===== src/sv/lmt_pkg.sv =====
package lmt_pkg;

    // Widths of the item fields and of the internal counters.
    localparam int OPCODE_W = 2;
    localparam int ADDR_W   = 16;
    localparam int BYTE_W   = 8;
    localparam int DOTS_W   = 6;
    localparam int CNT_W    = 9;
    localparam int LINE_W   = 8;
    localparam int MODE_W   = 2;

    // Item opcodes.
    localparam logic [OPCODE_W-1:0] OP_TICK  = 2'd0;
    localparam logic [OPCODE_W-1:0] OP_READ  = 2'd1;
    localparam logic [OPCODE_W-1:0] OP_WRITE = 2'd2;

    // LCD modes as held in status bits 1:0.
    localparam logic [MODE_W-1:0] MODE_HBLANK = 2'd0;
    localparam logic [MODE_W-1:0] MODE_VBLANK = 2'd1;
    localparam logic [MODE_W-1:0] MODE_OAM    = 2'd2;
    localparam logic [MODE_W-1:0] MODE_VRAM   = 2'd3;

    // Status register and LCDC bit positions.
    localparam int STAT_COIN_BIT   = 2;
    localparam int STAT_HBLANK_EN  = 3;
    localparam int STAT_VBLANK_EN  = 4;
    localparam int STAT_OAM_EN     = 5;
    localparam int STAT_COIN_EN    = 6;
    localparam int LCDC_ON_BIT     = 7;

    // Phase lengths in dots and frame geometry in lines.
    localparam logic [CNT_W-1:0]  OAM_DOTS      = 9'd80;
    localparam logic [CNT_W-1:0]  VRAM_DOTS     = 9'd172;
    localparam logic [CNT_W-1:0]  HBLANK_DOTS   = 9'd204;
    localparam logic [CNT_W-1:0]  LINE_DOTS     = 9'd456;
    localparam logic [LINE_W-1:0] VISIBLE_LINES = 8'd144;
    localparam logic [LINE_W-1:0] TOTAL_LINES   = 8'd154;

    // Register map.
    localparam logic [ADDR_W-1:0] ADDR_LCDC = 16'hFF40;
    localparam logic [ADDR_W-1:0] ADDR_STAT = 16'hFF41;
    localparam logic [ADDR_W-1:0] ADDR_SCY  = 16'hFF42;
    localparam logic [ADDR_W-1:0] ADDR_SCX  = 16'hFF43;
    localparam logic [ADDR_W-1:0] ADDR_LY   = 16'hFF44;
    localparam logic [ADDR_W-1:0] ADDR_LYC  = 16'hFF45;
    localparam logic [ADDR_W-1:0] ADDR_BGP  = 16'hFF47;
    localparam logic [ADDR_W-1:0] ADDR_OBP0 = 16'hFF48;
    localparam logic [ADDR_W-1:0] ADDR_OBP1 = 16'hFF49;
    localparam logic [ADDR_W-1:0] ADDR_WY   = 16'hFF4A;
    localparam logic [ADDR_W-1:0] ADDR_WX   = 16'hFF4B;

    // Reset values and the unmapped read value.
    localparam logic [BYTE_W-1:0] BGP_RESET   = 8'hFC;
    localparam logic [BYTE_W-1:0] OBP_RESET   = 8'hFF;
    localparam logic [BYTE_W-1:0] UNMAPPED_RD = 8'hFF;

    // Stream widths.
    localparam int S_TDATA_W = 32;
    localparam int M_TDATA_W = 16;

    // Commands from the controller to the datapath.
    typedef struct packed {
        logic latch;     // capture the accepted item
        logic step;      // advance the display by one dot
        logic exec;      // perform a register write
        logic load_out;  // load the result register
    } lmt_cmd_t;

    // Status from the datapath to the controller.
    typedef struct packed {
        logic op_tick;
        logic disp_on;
        logic remain_zero;
    } lmt_sts_t;

endpackage


===== src/sv/lmt_ctrl.sv =====
module lmt_ctrl (
    input  logic              aclk,
    input  logic              aresetn,
    input  logic              s_tvalid,
    output logic              s_tready,
    output logic              m_tvalid,
    input  logic              m_tready,
    input  lmt_pkg::lmt_sts_t sts,
    output lmt_pkg::lmt_cmd_t cmd
);

    localparam logic [1:0] ST_IDLE = 2'd0;
    localparam logic [1:0] ST_RUN  = 2'd1;
    localparam logic [1:0] ST_DONE = 2'd2;

    logic [1:0] state_reg;
    logic [1:0] state_next;
    logic       m_valid_reg;
    logic       m_valid_next;
    logic       out_free;

    assign s_tready = (state_reg == ST_IDLE);
    assign m_tvalid = m_valid_reg;
    assign out_free = !m_valid_reg || m_tready;

    // Sequencing: accept, step dots one per cycle, then hand over the result.
    always_comb begin
        state_next = state_reg;
        cmd        = '0;
        case (state_reg)
            ST_IDLE: begin
                if (s_tvalid) begin
                    cmd.latch  = 1'b1;
                    state_next = ST_RUN;
                end
            end
            ST_RUN: begin
                if (sts.op_tick && sts.disp_on && !sts.remain_zero) begin
                    cmd.step = 1'b1;
                end else begin
                    cmd.exec   = 1'b1;
                    state_next = ST_DONE;
                end
            end
            ST_DONE: begin
                if (out_free) begin
                    cmd.load_out = 1'b1;
                    state_next   = ST_IDLE;
                end
            end
            default: begin
                state_next = ST_IDLE;
            end
        endcase
    end

    // The result register is full from its load until the transfer.
    always_comb begin
        m_valid_next = m_valid_reg;
        if (cmd.load_out) begin
            m_valid_next = 1'b1;
        end else if (m_tready) begin
            m_valid_next = 1'b0;
        end
    end

    always_ff @(posedge aclk) begin
        if (!aresetn) begin
            state_reg   <= ST_IDLE;
            m_valid_reg <= 1'b0;
        end else begin
            state_reg   <= state_next;
            m_valid_reg <= m_valid_next;
        end
    end

    a_load_when_free: assert property (@(posedge aclk) disable iff (!aresetn)
        cmd.load_out |-> (!m_valid_reg || m_tready))
        else $error("result loaded over an untaken result");

    a_accept_runs: assert property (@(posedge aclk) disable iff (!aresetn)
        (s_tvalid && s_tready) |=> (state_reg == ST_RUN))
        else $error("accepted item did not start");

    a_step_legal: assert property (@(posedge aclk) disable iff (!aresetn)
        cmd.step |-> (sts.op_tick && sts.disp_on && !sts.remain_zero))
        else $error("dot step outside an active tick");

endmodule


===== src/sv/lmt_datapath.sv =====
module lmt_datapath (
    input  logic                            aclk,
    input  logic                            aresetn,
    input  logic [lmt_pkg::S_TDATA_W-1:0]   s_tdata,
    input  lmt_pkg::lmt_cmd_t               cmd,
    output lmt_pkg::lmt_sts_t               sts,
    output logic [lmt_pkg::M_TDATA_W-1:0]   m_tdata
);

    // Captured item.
    logic [lmt_pkg::OPCODE_W-1:0] op_reg;
    logic [lmt_pkg::ADDR_W-1:0]   addr_reg;
    logic [lmt_pkg::BYTE_W-1:0]   wdata_reg;
    logic [lmt_pkg::DOTS_W-1:0]   remain_reg;

    // Request accumulators for the running tick.
    logic vb_acc_reg;
    logic st_acc_reg;

    // LCD registers and timing state.
    logic [lmt_pkg::BYTE_W-1:0] lcdc_reg;
    logic [lmt_pkg::BYTE_W-1:0] stat_reg;
    logic [lmt_pkg::BYTE_W-1:0] scy_reg;
    logic [lmt_pkg::BYTE_W-1:0] scx_reg;
    logic [lmt_pkg::LINE_W-1:0] ly_reg;
    logic [lmt_pkg::BYTE_W-1:0] lyc_reg;
    logic [lmt_pkg::BYTE_W-1:0] wy_reg;
    logic [lmt_pkg::BYTE_W-1:0] wx_reg;
    logic [lmt_pkg::BYTE_W-1:0] bgp_reg;
    logic [lmt_pkg::BYTE_W-1:0] obp0_reg;
    logic [lmt_pkg::BYTE_W-1:0] obp1_reg;
    logic [lmt_pkg::CNT_W-1:0]  dot_reg;

    // Result register.
    logic [lmt_pkg::BYTE_W-1:0] rd_out_reg;
    logic                       vb_out_reg;
    logic                       st_out_reg;

    // One-dot step results.
    logic [lmt_pkg::CNT_W-1:0]  dot_next;
    logic [lmt_pkg::LINE_W-1:0] ly_next;
    logic [lmt_pkg::MODE_W-1:0] mode_next;
    logic                       coin_next;
    logic                       vb_hit;
    logic                       st_hit;
    logic [lmt_pkg::CNT_W-1:0]  dot_inc;
    logic [lmt_pkg::LINE_W-1:0] ly_inc;
    logic [lmt_pkg::MODE_W-1:0] mode_cur;
    logic                       coin_inc;
    logic                       coin_zero;
    logic [lmt_pkg::BYTE_W-1:0] rd_value;

    assign sts.op_tick     = (op_reg == lmt_pkg::OP_TICK);
    assign sts.disp_on     = lcdc_reg[lmt_pkg::LCDC_ON_BIT];
    assign sts.remain_zero = (remain_reg == '0);

    assign m_tdata = {{(lmt_pkg::M_TDATA_W - lmt_pkg::BYTE_W - 2){1'b0}},
                      st_out_reg, vb_out_reg, rd_out_reg};

    assign mode_cur  = stat_reg[1:0];
    assign dot_inc   = dot_reg + 1'b1;
    assign ly_inc    = ly_reg + 1'b1;
    assign coin_inc  = (ly_inc == lyc_reg);
    assign coin_zero = (lyc_reg == '0);

    // Advance the mode sequencer by one dot.
    always_comb begin
        dot_next  = dot_inc;
        ly_next   = ly_reg;
        mode_next = mode_cur;
        coin_next = stat_reg[lmt_pkg::STAT_COIN_BIT];
        vb_hit    = 1'b0;
        st_hit    = 1'b0;
        case (mode_cur)
            lmt_pkg::MODE_OAM: begin
                if (dot_inc >= lmt_pkg::OAM_DOTS) begin
                    dot_next  = '0;
                    mode_next = lmt_pkg::MODE_VRAM;
                end
            end
            lmt_pkg::MODE_VRAM: begin
                if (dot_inc >= lmt_pkg::VRAM_DOTS) begin
                    dot_next  = '0;
                    st_hit    = stat_reg[lmt_pkg::STAT_HBLANK_EN];
                    mode_next = lmt_pkg::MODE_HBLANK;
                end
            end
            lmt_pkg::MODE_HBLANK: begin
                if (dot_inc >= lmt_pkg::HBLANK_DOTS) begin
                    dot_next  = '0;
                    ly_next   = ly_inc;
                    coin_next = coin_inc;
                    if (ly_inc >= lmt_pkg::VISIBLE_LINES) begin
                        st_hit    = stat_reg[lmt_pkg::STAT_VBLANK_EN] ||
                                    (coin_inc && stat_reg[lmt_pkg::STAT_COIN_EN]);
                        vb_hit    = 1'b1;
                        mode_next = lmt_pkg::MODE_VBLANK;
                    end else begin
                        st_hit    = stat_reg[lmt_pkg::STAT_OAM_EN] ||
                                    (coin_inc && stat_reg[lmt_pkg::STAT_COIN_EN]);
                        mode_next = lmt_pkg::MODE_OAM;
                    end
                end
            end
            default: begin
                if (dot_inc >= lmt_pkg::LINE_DOTS) begin
                    dot_next = '0;
                    if (ly_inc >= lmt_pkg::TOTAL_LINES) begin
                        ly_next   = '0;
                        coin_next = coin_zero;
                        st_hit    = stat_reg[lmt_pkg::STAT_OAM_EN] ||
                                    (coin_zero && stat_reg[lmt_pkg::STAT_COIN_EN]);
                        mode_next = lmt_pkg::MODE_OAM;
                    end else begin
                        ly_next   = ly_inc;
                        coin_next = coin_inc;
                        st_hit    = coin_inc && stat_reg[lmt_pkg::STAT_COIN_EN];
                    end
                end
            end
        endcase
    end

    // Register read decode; ticks and writes return zero.
    always_comb begin
        rd_value = '0;
        if (op_reg == lmt_pkg::OP_READ) begin
            case (addr_reg)
                lmt_pkg::ADDR_LCDC: rd_value = lcdc_reg;
                lmt_pkg::ADDR_STAT: rd_value = stat_reg;
                lmt_pkg::ADDR_SCY:  rd_value = scy_reg;
                lmt_pkg::ADDR_SCX:  rd_value = scx_reg;
                lmt_pkg::ADDR_LY:   rd_value = ly_reg;
                lmt_pkg::ADDR_LYC:  rd_value = lyc_reg;
                lmt_pkg::ADDR_BGP:  rd_value = bgp_reg;
                lmt_pkg::ADDR_OBP0: rd_value = obp0_reg;
                lmt_pkg::ADDR_OBP1: rd_value = obp1_reg;
                lmt_pkg::ADDR_WY:   rd_value = wy_reg;
                lmt_pkg::ADDR_WX:   rd_value = wx_reg;
                default:            rd_value = lmt_pkg::UNMAPPED_RD;
            endcase
        end
    end

    // Item capture, dot count and request accumulation.
    always_ff @(posedge aclk) begin
        if (cmd.latch) begin
            op_reg     <= s_tdata[1:0];
            addr_reg   <= s_tdata[17:2];
            wdata_reg  <= s_tdata[25:18];
            remain_reg <= s_tdata[31:26];
            vb_acc_reg <= 1'b0;
            st_acc_reg <= 1'b0;
        end else if (cmd.step) begin
            remain_reg <= remain_reg - 1'b1;
            vb_acc_reg <= vb_acc_reg || vb_hit;
            st_acc_reg <= st_acc_reg || st_hit;
        end
    end

    // LCD register file and timing state.
    always_ff @(posedge aclk) begin
        if (!aresetn) begin
            lcdc_reg <= '0;
            stat_reg <= '0;
            scy_reg  <= '0;
            scx_reg  <= '0;
            ly_reg   <= '0;
            lyc_reg  <= '0;
            wy_reg   <= '0;
            wx_reg   <= '0;
            bgp_reg  <= lmt_pkg::BGP_RESET;
            obp0_reg <= lmt_pkg::OBP_RESET;
            obp1_reg <= lmt_pkg::OBP_RESET;
            dot_reg  <= '0;
        end else if (cmd.step) begin
            dot_reg  <= dot_next;
            ly_reg   <= ly_next;
            stat_reg <= {stat_reg[7:3], coin_next, mode_next};
        end else if (cmd.exec && (op_reg == lmt_pkg::OP_WRITE)) begin
            case (addr_reg)
                lmt_pkg::ADDR_LCDC: lcdc_reg <= wdata_reg;
                lmt_pkg::ADDR_STAT: stat_reg <= {1'b0, wdata_reg[6:3], stat_reg[2:0]};
                lmt_pkg::ADDR_SCY:  scy_reg  <= wdata_reg;
                lmt_pkg::ADDR_SCX:  scx_reg  <= wdata_reg;
                lmt_pkg::ADDR_LYC:  lyc_reg  <= wdata_reg;
                lmt_pkg::ADDR_BGP:  bgp_reg  <= wdata_reg;
                lmt_pkg::ADDR_OBP0: obp0_reg <= wdata_reg;
                lmt_pkg::ADDR_OBP1: obp1_reg <= wdata_reg;
                lmt_pkg::ADDR_WY:   wy_reg   <= wdata_reg;
                lmt_pkg::ADDR_WX:   wx_reg   <= wdata_reg;
                default: begin
                end
            endcase
        end
    end

    // Result register, loaded when the item is finished.
    always_ff @(posedge aclk) begin
        if (cmd.load_out) begin
            rd_out_reg <= rd_value;
            vb_out_reg <= vb_acc_reg;
            st_out_reg <= st_acc_reg;
        end
    end

    a_vblank_lines: assert property (@(posedge aclk) disable iff (!aresetn)
        (mode_cur == lmt_pkg::MODE_VBLANK) |-> (ly_reg >= lmt_pkg::VISIBLE_LINES))
        else $error("VBlank mode on a visible line");

    a_dot_bound: assert property (@(posedge aclk) disable iff (!aresetn)
        dot_reg < lmt_pkg::LINE_DOTS)
        else $error("dot counter beyond line length");

    a_stat_top_zero: assert property (@(posedge aclk) disable iff (!aresetn)
        !stat_reg[7])
        else $error("status bit 7 set");

endmodule


===== src/sv/lcd_mode_timing_and_registers_top.sv =====
// LCD mode timing and register block.
// Input channel s_*: one item per transfer, a dot tick, a register read or a
// register write. Result channel m_*: exactly one result per item, in order,
// carrying the read byte and the VBlank and LCD status requests raised.
// A tick advances one dot per clock cycle while the display is on. The
// result of an item is offered once the dots of a tick with the display on
// have been stepped and the item has been finished, and with a ready
// receiver the next input is taken once that result has been loaded.
// The dot stepping unit handles one dot per cycle.
// One item is worked on at a time; a new item is taken once the previous
// one has been placed in the result register, which holds one result.
// When the receiver stalls, the finished result waits in the result
// register, the following item is still taken and worked on, and the block
// then waits with that second result until the first transfer completes.
// Reset (aresetn low, synchronous) clears the registers to their reset
// values: palettes to their defaults, everything else to zero, mode HBlank,
// display off, with both channels empty.
module lcd_mode_timing_and_registers_top (
    input  logic                          aclk,
    input  logic                          aresetn,
    input  logic                          s_tvalid,
    output logic                          s_tready,
    // opcode[1:0], address[17:2], write_data[25:18], tick_dots[31:26]
    input  logic [lmt_pkg::S_TDATA_W-1:0] s_tdata,
    output logic                          m_tvalid,
    input  logic                          m_tready,
    // read_data[7:0], vblank_request[8], stat_request[9], zeros above
    output logic [lmt_pkg::M_TDATA_W-1:0] m_tdata
);

    lmt_pkg::lmt_cmd_t cmd;
    lmt_pkg::lmt_sts_t sts;

    // Sequencer.
    lmt_ctrl u_ctrl (
        .aclk     (aclk),
        .aresetn  (aresetn),
        .s_tvalid (s_tvalid),
        .s_tready (s_tready),
        .m_tvalid (m_tvalid),
        .m_tready (m_tready),
        .sts      (sts),
        .cmd      (cmd)
    );

    // Registers, dot timing and result register.
    lmt_datapath u_datapath (
        .aclk    (aclk),
        .aresetn (aresetn),
        .s_tdata (s_tdata),
        .cmd     (cmd),
        .sts     (sts),
        .m_tdata (m_tdata)
    );

endmodule

===== config.mk =====
export PLATFORM = sky130hd
export DESIGN_NAME = lcd_mode_timing_and_registers_top
export DESIGN_NICKNAME = d
export VERILOG_FILES = /design/src/sv/lmt_pkg.sv /design/src/sv/lmt_ctrl.sv /design/src/sv/lmt_datapath.sv /design/src/sv/lcd_mode_timing_and_registers_top.sv
export SDC_FILE = /design/constraint.sdc
export NUM_CORES = 1
export LEC_CHECK = 0
export ABC_AREA = 1
export BUFFER_PORTS_ARGS = -buffer_cell sky130_fd_sc_hd__buf_4
export CAP_MARGIN = 20
export CELL_PAD_IN_SITES_DETAIL_PLACEMENT = 2
export CELL_PAD_IN_SITES_GLOBAL_PLACEMENT = 2
export CORE_MARGIN = 3
export CORE_UTILIZATION = 40
export CTS_BUF_LIST = sky130_fd_sc_hd__clkbuf_8
export DETAILED_ROUTE_END_ITERATION = 16
export GPL_TIMING_DRIVEN = 0
export PLACE_DENSITY = 0.95
export RECOVER_POWER = 100
export SYNTH_ARGS = -nofsm -noshare
export SYNTH_HDL_FRONTEND = slang
export SYNTH_HIERARCHICAL = 1
export SYNTH_SLANG_ARGS = --single-unit

===== constraint.sdc =====
create_clock -name aclk -period 4.4 [get_ports aclk]
set_input_delay 0.22 -clock aclk [delete_from_list [all_inputs] [get_ports aclk]]
set_output_delay 0.22 -clock aclk [all_outputs]
set_load 0.01 [all_outputs]

==> impl_metrics.py, run 1 <==
metrics = {
    "global_routing": {
        "grt_usage": 0.4149,
        "via_count_of_the_first_global_routing_pass": 8534,
        "grt_remaining_overflow": 0,
        "pin_count_of_the_biggest_net_entering_global_routing": 28,
        "number_of_antenna_violations_at_the_first_check_in_global_routing": 0,
        "grt_pass1_wl_um": 56730,
    },
    "floorplanning": {
        "die_x_um": 137.4,
        "ios": 54,
        "area_of_the_core_region_sq_um": 16760,
        "die_area_sq_um": 18890,
        "placement_rows": 47,
        "dieHeight_um": 137.4,
        "initial_utilization": 0.4123,
    },
    "routing": {
        "drc": 0,
        "wl_per_cell_um": 31.62,
        "antenna_violating_nets_post_route": 0,
        "route.final.wire_length_um": 38290,
        "detailedRoute.firstPassIterationCount": 6,
        "vias_per_inst": 6.394,
        "detailedRoute.firstIterationViolations": 975,
        "via_count": 7743,
    },
    "pwr": {
        "switching_share": 0.2948,
        "leakage_nw": 3.273,
        "power_report.internal_total_mw": 1.989,
        "power.combinational.fraction": 0.067,
        "switchingPower_mw": 0.8314,
        "power_total_mw": 2.820,
        "power_frac_seq": 0.499,
        "pwr_density_cell_nw_per_um2": 345.1,
        "clock_power_share": 0.433,
        "irDropWorstVdd_uv": 191.9,
    },
    "sta": {
        "finalWorstPathRequiredPeriod_ps": 4411,
        "timing_worst_slew_pin_value_ps": 1566,
        "min_period_over_period": 1.003,
        "slew_violations": 24,
        "finish_stage_setup_viols": 2,
        "maximum_clock_frequency_ghz": 0.2267,
        "final.hold.worst_slack_ps": 37.33,
        "rsz0062_at_grt": "false",
        "worst_slack_ps": -11.08,
        "max_slew_margin": -0.04429,
        "fin_skew_ps": 27.05,
        "hold_violations": 0,
    },
    "placement": {
        "place.gp.congestion": 0.8353,
        "place_hpwl_um": 20100,
        "port_buffers": 47,
        "placedCellCount": 1151,
        "worst_setup_slack_post_dpl_ps": 801.9,
    },
    "clock_tree": {
        "tritoncts": "done",
        "tritoncts_num_sinks": 143,
        "number_of_buffers_added_by_the_clock_tree_synthesis_step": 17,
        "cts.repair.resized": 0,
        "ctsRootBufferMaster": "sky130_fd_sc_hd__clkbuf_8",
        "max-clock-path-buffers": 2,
        "h_tree_level_count": 4,
        "postCtsSetupRepairBufs": 0,
        "hold_fix_buffers_at_cts": 27,
        "clk_pin_slew_ps": 120,
        "clkLatencyLatePin_ps": 510,
    },
    "logic_synthesis": {
        "yosys.area.top_type_share": 0.2926,
        "synth-warning-count": 6,
        "dominantRegCellSynth": "sky130_fd_sc_hd__dfxtp_1",
        "syn_area_per_cell_sq_um": 7.862,
        "post_synth_inst_count": 879,
        "cell_types_occupying_the_most_area_after_synthesis": "sky130_fd_sc_hd__dfxtp_1, sky130_fd_sc_hd__edfxtp_1, sky130_fd_sc_hd__nand2_1",
        "post_synthesis_register_bit_count": 143,
        "synth_enable_flop_cells": 42,
        "synth_largest_area_cell": "sky130_fd_sc_hd__dfxtp_1",
        "synth_seq_area_share": 0.4751,
        "proportion_of_synthesized_flip_flops_having_asynchronous_set_or_reset": 0,
        "netlist_area_sq_um": 6910,
        "synth.distinct_cells": 48,
    },
    "flow_run": {
        "drv.max_cap_violation_count": 1,
    },
    "cells_and_area": {
        "final-instance-count-excl-fill": 1211,
        "n_antenna_cell": 0,
        "largest_register_ff_count": 16,
        "area.growth.synth_to_final_pct": 18.27,
        "drive_gt1_frac": 0.1191,
        "finalNetCount": 1023,
    },
    "worst_setup_path": {
        "criticalPathCategory": "reg -> reg",
        "slowest_stage": "sky130_fd_sc_hd__nor4b_1",
        "worst_ep_arrival_time_ps": 4810,
        "cell_seen_most_often_among_critical_path_stages": "sky130_fd_sc_hd__inv_1",
        "worstPathMaxFanout": 9,
        "crit_path_max_incr_delay_ps": 750,
        "timing.reg2reg.worst_path_depth": 13,
        "worst_path_dominant_cell_family": "simple AND/OR/NAND/NOR gates",
        "critPathBufInv": 4,
        "cp-end-kind": "flip-flop",
        "worstSetupPathDepth": 13,
        "critical_path_required_ps": 4790,
        "crit_path_start_kind": "flip-flop",
        "cp_cell_sequence": "or2_2 -> nor4b_1 -> inv_1 -> nand3_1 -> nand2_1 -> inv_1 -> nand2_1 -> nor3_1 -> inv_1 -> nor2_1 -> clkinv_1 -> o21ai_1 -> a21oi_1",
    },
    "hold_path": {
        "min_path_type": "in -> reg",
        "worst_hold_path.num_cells": 3,
    },
    "status": {
        "violations": "max-capacitance violations, max-slew violations, negative setup slack",
        "status": "complete, but fails checks",
    },
}
## worst min-delay path: stages
cell and delay (ps):
sky130_fd_sc_hd__buf_4 110, sky130_fd_sc_hd__nand2_1 100, sky130_fd_sc_hd__a21oi_1 80
## cell families (layout without fill, tap and decap cells)
family          Yosys count  after routing  share of synthesized area
simple gates            357            357                     0.2352
compound gates          204            204                     0.1689
buf+inv                 159            266                    0.09415
flops                   143            143                     0.4751
fa+ha+maj                 9              9                    0.01630
xor+xnor                  6              6                   0.009779
other cells               1              6                  0.0005427
## path summary, 6_finish.rpt
check | from | end | slack [ps]
worst max register to register | u_datapath/remain_reg[3] | u_datapath/lcdc_reg[7] | -10
worst min register to register | u_datapath/scy_reg[1] | u_datapath/scy_reg[1] | 500
worst max-delay path | u_datapath/remain_reg[3] | u_datapath/lcdc_reg[7] | -10
worst min-delay path | s_tvalid | u_ctrl/state_reg[0] | 40
## cell type report
class	instances	area, sq um
Multi-Input combinational cell	582	2973
Clock buffer	18	247.7
Clock inverter	14	173.9
Sequential cell	143	3283
Inverter	118	442.9
Fill cell	1903	8587
Timing Repair Buffer	75	581.8
Buffer	41	195.2
Tap cell	220	275.3
## cells in the mapped netlist, types with 2 or more instances
master	number
sky130_fd_sc_hd__nand2_1	156
sky130_fd_sc_hd__inv_1	107
sky130_fd_sc_hd__dfxtp_1	101
sky130_fd_sc_hd__a21oi_1	77
sky130_fd_sc_hd__nor2_1	74
sky130_fd_sc_hd__nand3_1	60
sky130_fd_sc_hd__o21ai_0	60
sky130_fd_sc_hd__edfxtp_1	42
sky130_fd_sc_hd__clkbuf_1	25
sky130_fd_sc_hd__o22ai_1	24
sky130_fd_sc_hd__nor3_1	16
sky130_fd_sc_hd__a221oi_1	14
sky130_fd_sc_hd__nand4_1	12
sky130_fd_sc_hd__buf_4	11
sky130_fd_sc_hd__nor2_2	11
sky130_fd_sc_hd__ha_1	9
sky130_fd_sc_hd__nand2_2	8
sky130_fd_sc_hd__o211ai_1	7
sky130_fd_sc_hd__o21ai_1	7
sky130_fd_sc_hd__inv_2	6
sky130_fd_sc_hd__a211oi_1	5
sky130_fd_sc_hd__clkinv_1	5
sky130_fd_sc_hd__buf_2	4
sky130_fd_sc_hd__o21ai_2	4
sky130_fd_sc_hd__nor2_4	3
sky130_fd_sc_hd__xor2_1	3
sky130_fd_sc_hd__a31oi_1	2
sky130_fd_sc_hd__and2_1	2
sky130_fd_sc_hd__nand3b_1	2
sky130_fd_sc_hd__nand4_2	2
sky130_fd_sc_hd__nor4_1	2
sky130_fd_sc_hd__or2_2	2
## cells in the final DEF, fill, tap and decap left out, types with 8 or more instances in the layout
cell / count
sky130_fd_sc_hd__o22ai_1: 24
sky130_fd_sc_hd__nand3_1: 60
sky130_fd_sc_hd__nor3_1: 17
sky130_fd_sc_hd__clkbuf_8: 18
sky130_fd_sc_hd__clkbuf_1: 41
sky130_fd_sc_hd__clkbuf_4: 26
sky130_fd_sc_hd__inv_1: 107
sky130_fd_sc_hd__a21oi_1: 77
sky130_fd_sc_hd__o21ai_0: 67
sky130_fd_sc_hd__dlygate4sd3_1: 27
sky130_fd_sc_hd__buf_4: 19
sky130_fd_sc_hd__nand2_2: 8
sky130_fd_sc_hd__nand2_1: 156
sky130_fd_sc_hd__edfxtp_1: 42
sky130_fd_sc_hd__ha_1: 9
sky130_fd_sc_hd__nor2_1: 78
sky130_fd_sc_hd__dfxtp_1: 101
sky130_fd_sc_hd__nand4_1: 12
sky130_fd_sc_hd__a221oi_1: 14
## stage by stage
stage	instance area, sq um	setup TNS, ps	util
finish	8173	-12.76	0.4876
global route	8173	0	0.4876
CTS	8249	0	0.4922
detailed placement	7557	0	0.4509
global placement	7557	0	0.4509
floorplan	6929	0	-
## per-layer routing
metal | track usage | vias to the layer above | part of all wire
li1 | - | 3135 | -
met5 | 0 | - | 0
met4 | 0.2816 | 0 | 0.082
met3 | 0.09606 | 238 | 0.073
met1 | 0.4650 | 3831 | 0.36
met2 | 0.6982 | 539 | 0.48
## power by group through the flow
stage	Sequential, mW	Combinational (mW)	Clock, mW
6_report	1.41	0.189	1.22
5_1_grt	1.41	0.194	1.27
4_1_cts	1.40	0.176	1.18
3_5_place_dp	1.43	0.145	0
3_3_place_gp	1.43	0.133	0
2_1_floorplan	1.43	0.0716	0
Power figures use the tool's default switching activity.
==> run 2, diff against run 1 <==
--- a/config.mk
+++ b/config.mk
@@ -11,11 +11,11 @@
 export CELL_PAD_IN_SITES_DETAIL_PLACEMENT = 2
 export CELL_PAD_IN_SITES_GLOBAL_PLACEMENT = 2
 export CORE_MARGIN = 3
-export CORE_UTILIZATION = 40
+export CORE_UTILIZATION = 37
 export CTS_BUF_LIST = sky130_fd_sc_hd__clkbuf_8
 export DETAILED_ROUTE_END_ITERATION = 16
 export GPL_TIMING_DRIVEN = 0
-export PLACE_DENSITY = 0.95
+export PLACE_DENSITY = 0.89
 export RECOVER_POWER = 100
 export SYNTH_ARGS = -nofsm -noshare
 export SYNTH_HDL_FRONTEND = slang
==> constraint.sdc (replaced) <==
create_clock -name aclk -period 4.6 [get_ports aclk]
set_input_delay 0.23 -clock aclk [delete_from_list [all_inputs] [get_ports aclk]]
set_output_delay 0.23 -clock aclk [all_outputs]
set_load 0.01 [all_outputs]
==> run 2 against run 1 <==
Effect of this change: the flow now finishes without violations; hold slack improved by 24 ps; power fell by 7.2%; clock skew fell by 3.8 ps; setup slack improved by 750 ps; core utilization decreased by 3.7 points; sequential share of layout area is 0.055 points lower; via count shrank 10%; combinational power is 15% lower; wire length decreased by 24%; critical path depth up 1; sequential cell count unchanged; cell count is 0.74% higher; critical path type unchanged.
==> impl_metrics.py, run 2 (synthesized netlist as in run 1, its figures left out) <==
metrics = {
    "status": {
        "status": "finished, final reports clean",
    },
    "routing": {
        "detailedRoute.firstIterationViolations": 483,
        "vias_per_inst": 5.711,
        "wl_per_cell_um": 23.75,
        "drc": 0,
        "antenna_violating_nets_post_route": 0,
        "via_count": 6967,
        "detailedRoute.firstPassIterationCount": 5,
        "route.final.wire_length_um": 28980,
    },
    "cells_and_area": {
        "area.growth.synth_to_final_pct": 18.43,
        "drive_gt1_frac": 0.1191,
        "fin_util": 0.4510,
        "finalNetCount": 1023,
        "layout_commonest_cell": "sky130_fd_sc_hd__nand2_1",
        "largest_register_ff_count": 16,
        "n_fill_cell": 2056,
        "n_antenna_cell": 0,
        "final_cell_mix": "sky130_fd_sc_hd__nand2_1, sky130_fd_sc_hd__inv_1, sky130_fd_sc_hd__dfxtp_1, sky130_fd_sc_hd__nor2_1, sky130_fd_sc_hd__a21oi_1",
    },
    "sta": {
        "final.hold.worst_slack_ps": 61.76,
        "finalSetupTns_ps": 0,
        "timing_worst_slew_pin_value_ps": 1292,
        "maximum_clock_frequency_ghz": 0.2590,
        "worst_slack_ps": 738.5,
        "max_slew_margin": 0.1389,
        "hold_violations": 0,
        "finalWorstPathRequiredPeriod_ps": 3862,
        "rsz0062_at_grt": "false",
        "fin_skew_ps": 23.24,
        "slew_violations": 0,
        "min_period_over_period": 0.8395,
        "finish_stage_setup_viols": 0,
    },
    "worst_setup_path": {
        "timing.rr.end": "u_datapath/obp1_reg[6]",
        "worst_ep_arrival_time_ps": 4180,
        "worstPathMaxFanout": 10,
        "worst_path_dominant_cell_family": "simple AND/OR/NAND/NOR gates",
        "criticalPathCategory": "reg -> reg",
        "critPathBufInv": 5,
        "critical_path_required_ps": 4920,
        "crit_path_max_incr_delay_ps": 530,
        "rr_startpoint": "u_datapath/remain_reg[3]",
        "crit_path_start_kind": "flip-flop",
        "slowest_stage": "sky130_fd_sc_hd__nor4b_1",
        "cp_cell_sequence": "or2_2 -> nor4b_1 -> inv_1 -> nand3_1 -> nand2_1 -> inv_1 -> nand2_1 -> nor3_1 -> inv_1 -> clkbuf_1 -> nor2_2 -> clkinv_1 -> nand2_1 -> nand3_1",
        "setup.reg_to_reg.worst_slack_ps": 740,
        "cp-end-kind": "flip-flop",
        "critPathLaunch": "u_datapath/remain_reg[3]",
        "timing.reg2reg.worst_path_depth": 14,
    },
    "hold_path": {
        "min_path_type": "in -> reg",
        "worst_hold_path.num_cells": 4,
        "timing.hold.worst_endpoint": "u_ctrl/state_reg[1]",
        "hold_path.startpoint": "m_tready",
    },
    "floorplanning": {
        "ios": 54,
        "dieHeight_um": 142.7,
        "initial_utilization": 0.3808,
        "placement_rows": 49,
        "area_of_the_core_region_sq_um": 18150,
        "die_x_um": 142.7,
        "die_area_sq_um": 20350,
    },
    "clock_tree": {
        "tritoncts": "done",
        "postCtsSetupRepairBufs": 0,
        "number_of_buffers_added_by_the_clock_tree_synthesis_step": 17,
        "clkLatencyLatePin_ps": 470,
        "tritoncts_num_sinks": 143,
        "h_tree_level_count": 4,
        "max-clock-path-buffers": 2,
        "cts.repair.resized": 0,
        "ctsRootBufferMaster": "sky130_fd_sc_hd__clkbuf_8",
        "clk_pin_slew_ps": 110,
    },
    "pwr": {
        "power_total_mw": 2.617,
        "clock_power_share": 0.425,
        "pwr_density_cell_nw_per_um2": 319.7,
        "switching_share": 0.2890,
        "power.combinational.fraction": 0.061,
        "irDropWorstVdd_uv": 235.2,
        "power_report.internal_total_mw": 1.860,
        "leakage_nw": 3.274,
        "switchingPower_mw": 0.7563,
        "power_frac_seq": 0.514,
    },
    "global_routing": {
        "grt_remaining_overflow": 0,
        "pin_count_of_the_biggest_net_entering_global_routing": 28,
        "via_count_of_the_first_global_routing_pass": 7759,
        "grt_pass1_wl_um": 45230,
        "number_of_antenna_violations_at_the_first_check_in_global_routing": 0,
        "grt_usage": 0.2893,
    },
    "placement": {
        "port_buffers": 47,
        "worst_setup_slack_post_dpl_ps": 1110,
        "place_hpwl_um": 17540,
        "place.gp.congestion": 0.8328,
    },
    "flow_run": {
        "drv.max_cap_violation_count": 0,
    },
}
run 2: timing repair:
| item | CTS | global route |
|---|---|---|
| endpoints found under the hold margin | 27 | 0 |
| setup endpoints to repair | 0 | 0 |
| hold buffers | 27 | 0 |
run 2: power groups by stage:
| stage | Combinational (mW) | Clock [mW] | Sequential [mW] |
|---|---|---|---|
| after detailed placement | 0.136 | 0 | 1.37 |
| final | 0.161 | 1.11 | 1.34 |
| after CTS | 0.158 | 1.11 | 1.34 |
| after global placement | 0.128 | 0 | 1.37 |
| after floorplan | 0.0685 | 0 | 1.36 |
| after global routing | 0.174 | 1.18 | 1.35 |
run 2: final cells by class:
cell class              count  area [sq um]  share of cell area
flip-flops and latches    143          3283              0.4012
multi-input cells         582          2973              0.3632
repair buffers             75         585.6             0.07155
inverters                 118         442.9             0.05412
well taps                 229         286.5             0.03501
clock buffers              18         247.7             0.03027
plain buffers              41         193.9             0.02370
clock inverters            14         171.4             0.02094
run 2: how the worst max path moves through the flow:
| stage | endpoint | slack (ps) | cells after the start |
|---|---|---|---|
| after CTS | u_datapath/obp1_reg[6] | 880 | 14 |
| final | u_datapath/obp1_reg[6] | 740 | 14 |
| after detailed placement | u_datapath/obp1_reg[0] | 1110 | 12 |
| after floorplan | u_datapath/obp1_reg[0] | 2090 | 14 |
| after global placement | u_datapath/obp1_reg[0] | 1230 | 12 |
| after global routing | u_datapath/obp1_reg[6] | 410 | 14 |
run 2: per-layer routing:
layer  wire (um)  vias to the layer above  GRT usage  share of wire
li1            -                     3153          -              -
met1       11880                     3530     0.3427           0.41
met2       14850                      212     0.5074           0.51
met3        1068                       72    0.05057          0.037
met4        1174                        0     0.1376          0.041
met5           0                        -          0              0
run 2: per-stage QoR:
step,std cells,cell area (sq um)
after floorplan,884,6929
after global placement,1160,7569
after detailed placement,1160,7569
after CTS,1219,8258
after global routing,1220,8184
final,1220,8184
run 2: worst register-to-register path: cells and delay by family, from the launching register on:
kind / cells / cell delay, ps
AND/OR/NAND/NOR: 9 / 2120
buffers and inverters: 5 / 1140
flip-flops: 1 / 480
==> run 3, diff against run 2 <==
==> constraint.sdc (replaced) <==
create_clock -name aclk -period 3.93 [get_ports aclk]
set_input_delay 0.1965 -clock aclk [delete_from_list [all_inputs] [get_ports aclk]]
set_output_delay 0.1965 -clock aclk [all_outputs]
set_load 0.01 [all_outputs]
==> run 3 against run 2 <==
Effect of this change: first-iteration DRC count down 16%; largest cell class unchanged; clock skew about the same; sequential share of layout area down 0.13 points; clock power up 16%; hold slack worse by 17 ps; combinational power up 19%.
==> impl_metrics.py, run 3 (synthesized netlist as in run 1, its figures left out) <==
metrics = {
    "sta": {
        "maximum_clock_frequency_ghz": 0.2688,
        "timing_worst_slew_pin_value_ps": 1367,
        "rsz0062_at_grt": "false",
        "worst_slack_ps": 209.3,
        "final.hold.worst_slack_ps": 44.77,
        "min_period_over_period": 0.9467,
        "fin_skew_ps": 23.40,
        "max_slew_margin": 0.08866,
        "finalSetupTns_ps": 0,
        "slew_violations": 0,
        "hold_violations": 0,
        "finalWorstPathRequiredPeriod_ps": 3721,
        "finish_stage_setup_viols": 0,
    },
    "worst_setup_path": {
        "worst_path_dominant_cell_family": "simple AND/OR/NAND/NOR gates",
        "worstSetupEndpoint": "u_datapath/obp1_reg[0]",
        "timing.rr.end": "u_datapath/obp1_reg[0]",
        "timing.reg2reg.worst_path_depth": 14,
        "slowest_stage": "sky130_fd_sc_hd__edfxtp_1",
        "critical_path_required_ps": 4230,
        "criticalPathCategory": "reg -> reg",
        "critPathLaunch": "u_datapath/remain_reg[3]",
        "worstSetupPathDepth": 14,
        "crit_path_start_kind": "flip-flop",
        "crit_path_max_incr_delay_ps": 480,
        "critPathBufInv": 5,
        "worst_ep_arrival_time_ps": 4020,
        "cp-end-kind": "flip-flop",
        "setup.reg_to_reg.worst_slack_ps": 210,
        "cp_cell_sequence": "or2_2 -> nor4b_2 -> inv_1 -> nand3_1 -> nand2_1 -> inv_1 -> nand2_1 -> nor3_1 -> inv_1 -> clkbuf_1 -> nor2_4 -> clkinv_1 -> nand2_1 -> o211ai_1",
        "rr_startpoint": "u_datapath/remain_reg[3]",
        "worstPathMaxFanout": 10,
    },
    "placement": {
        "place_hpwl_um": 17540,
        "dpl_cell_area_sq_um": 7569,
        "port_buffers": 47,
        "place.gp.congestion": 0.8328,
        "worst_setup_slack_post_dpl_ps": 440.3,
    },
    "routing": {
        "wl_per_cell_um": 23.83,
        "detailedRoute.firstIterationViolations": 408,
        "antenna_violating_nets_post_route": 0,
        "route.final.wire_length_um": 29100,
        "via_count": 6961,
        "detailedRoute.firstPassIterationCount": 5,
        "drc": 0,
        "vias_per_inst": 5.701,
    },
    "clock_tree": {
        "postCtsSetupRepairBufs": 0,
        "h_tree_level_count": 4,
        "ctsRootBufferMaster": "sky130_fd_sc_hd__clkbuf_8",
        "tritoncts_num_sinks": 143,
        "clkLatencyLatePin_ps": 470,
        "tritoncts": "done",
        "max-clock-path-buffers": 2,
        "number_of_buffers_added_by_the_clock_tree_synthesis_step": 17,
        "clk_pin_slew_ps": 100,
    },
    "pwr": {
        "clock_power_share": 0.422,
        "power.combinational.fraction": 0.063,
        "power_frac_seq": 0.515,
        "switching_share": 0.2868,
        "irDropWorstVdd_uv": 349.6,
        "power_report.internal_total_mw": 2.178,
        "switchingPower_mw": 0.8757,
        "pwr_density_cell_nw_per_um2": 371.9,
        "leakage_nw": 3.271,
    },
    "floorplanning": {
        "area_of_the_core_region_sq_um": 18150,
        "ios": 54,
        "placement_rows": 49,
        "dieHeight_um": 142.7,
        "die_x_um": 142.7,
        "die_area_sq_um": 20350,
        "initial_utilization": 0.3808,
    },
    "flow_run": {
        "drv.max_cap_violation_count": 0,
    },
    "hold_path": {
        "min_path_type": "in -> reg",
        "hold_path.startpoint": "s_tvalid",
    },
    "cells_and_area": {
        "area_occupied_by_multi_input_gates_sq_um": 2994,
        "area_occupied_by_registers_sq_um": 3283,
        "largest_register_ff_count": 16,
        "finalNetCount": 1024,
        "fin_util": 0.4524,
        "drive_gt1_frac": 0.1210,
        "n_antenna_cell": 0,
        "n_fill_cell": 2032,
        "final_cell_mix": "sky130_fd_sc_hd__nand2_1, sky130_fd_sc_hd__inv_1, sky130_fd_sc_hd__dfxtp_1, sky130_fd_sc_hd__a21oi_1, sky130_fd_sc_hd__nor2_1",
        "layout_commonest_cell": "sky130_fd_sc_hd__nand2_1",
        "stdcell_area_sq_um": 8210,
        "area.growth.synth_to_final_pct": 18.81,
    },
    "global_routing": {
        "number_of_antenna_violations_at_the_first_check_in_global_routing": 0,
        "pin_count_of_the_biggest_net_entering_global_routing": 28,
        "grt_usage": 0.2886,
        "grt_remaining_overflow": 0,
        "via_count_of_the_first_global_routing_pass": 7740,
        "grt_pass1_wl_um": 45310,
    },
    "status": {
        "status": "finished, final reports clean",
    },
}
-- run 3: cell types whose count changed in the layout (fill, tap and decap cells not counted), sizes merged --
cell / before / now
clkbuf: 86 / 87
buf: 21 / 20
dlygate4sd3: 27 / 28
-- run 3: per-layer routing --
layer / wire [um] / part of all wire / GRT usage
met5: 0 / 0 / 0
met4: 1167 / 0.040 / 0.1131
met3: 1109 / 0.038 / 0.04956
met2: 15100 / 0.52 / 0.5218
met1: 11720 / 0.40 / 0.3393
-- run 3: power by group through the flow --
stage	logic (mW)	registers, mW	clock network [mW]
global route	0.207	1.58	1.37
detailed placement	0.159	1.60	0
CTS	0.186	1.57	1.30
global placement	0.150	1.60	0
finish	0.191	1.57	1.29
floorplan	0.0802	1.60	0
-- run 3: worst min-delay path, cell delays in order --
cell and delay [ps]:
sky130_fd_sc_hd__buf_4 110, sky130_fd_sc_hd__nand2_1 100, sky130_fd_sc_hd__a21oi_1 70
-- run 3: timing repair --
action | in CTS | in global routing
resized for setup | 0 | 2
setup endpoints to repair | 0 | 8
hold endpoints to repair | 28 | 0
hold buffers | 28 | 0
-- run 3: how the worst min path moves through the flow --
stage / to / slack (ps) / cells after the start
2_1_floorplan: u_datapath/addr_reg[0] / 300 / 0
3_3_place_gp: u_datapath/wdata_reg[5] / 370 / 1
3_5_place_dp: u_datapath/wdata_reg[6] / 380 / 1
4_1_cts: u_ctrl/state_reg[0] / 8 / 3
5_1_grt: u_datapath/remain_reg[5] / 50 / 3
6_report: u_ctrl/state_reg[0] / 40 / 3
-- run 3: through the flow --
step | power, mW | instances
after global routing | 3.152 | 1221
after global placement | 1.749 | 1160
final | 3.054 | 1221
after CTS | 3.058 | 1220
after detailed placement | 1.762 | 1160
after floorplan | 1.676 | 884
-- run 3: area by class of cell --
cell class	count	area share
plain buffers	41	0.02347
inverters	118	0.05395
clock buffers	18	0.03017
clock inverters	14	0.02088
flip-flops and latches	143	0.3999
well taps	229	0.03490
repair buffers	76	0.07208
multi-input cells	582	0.3647
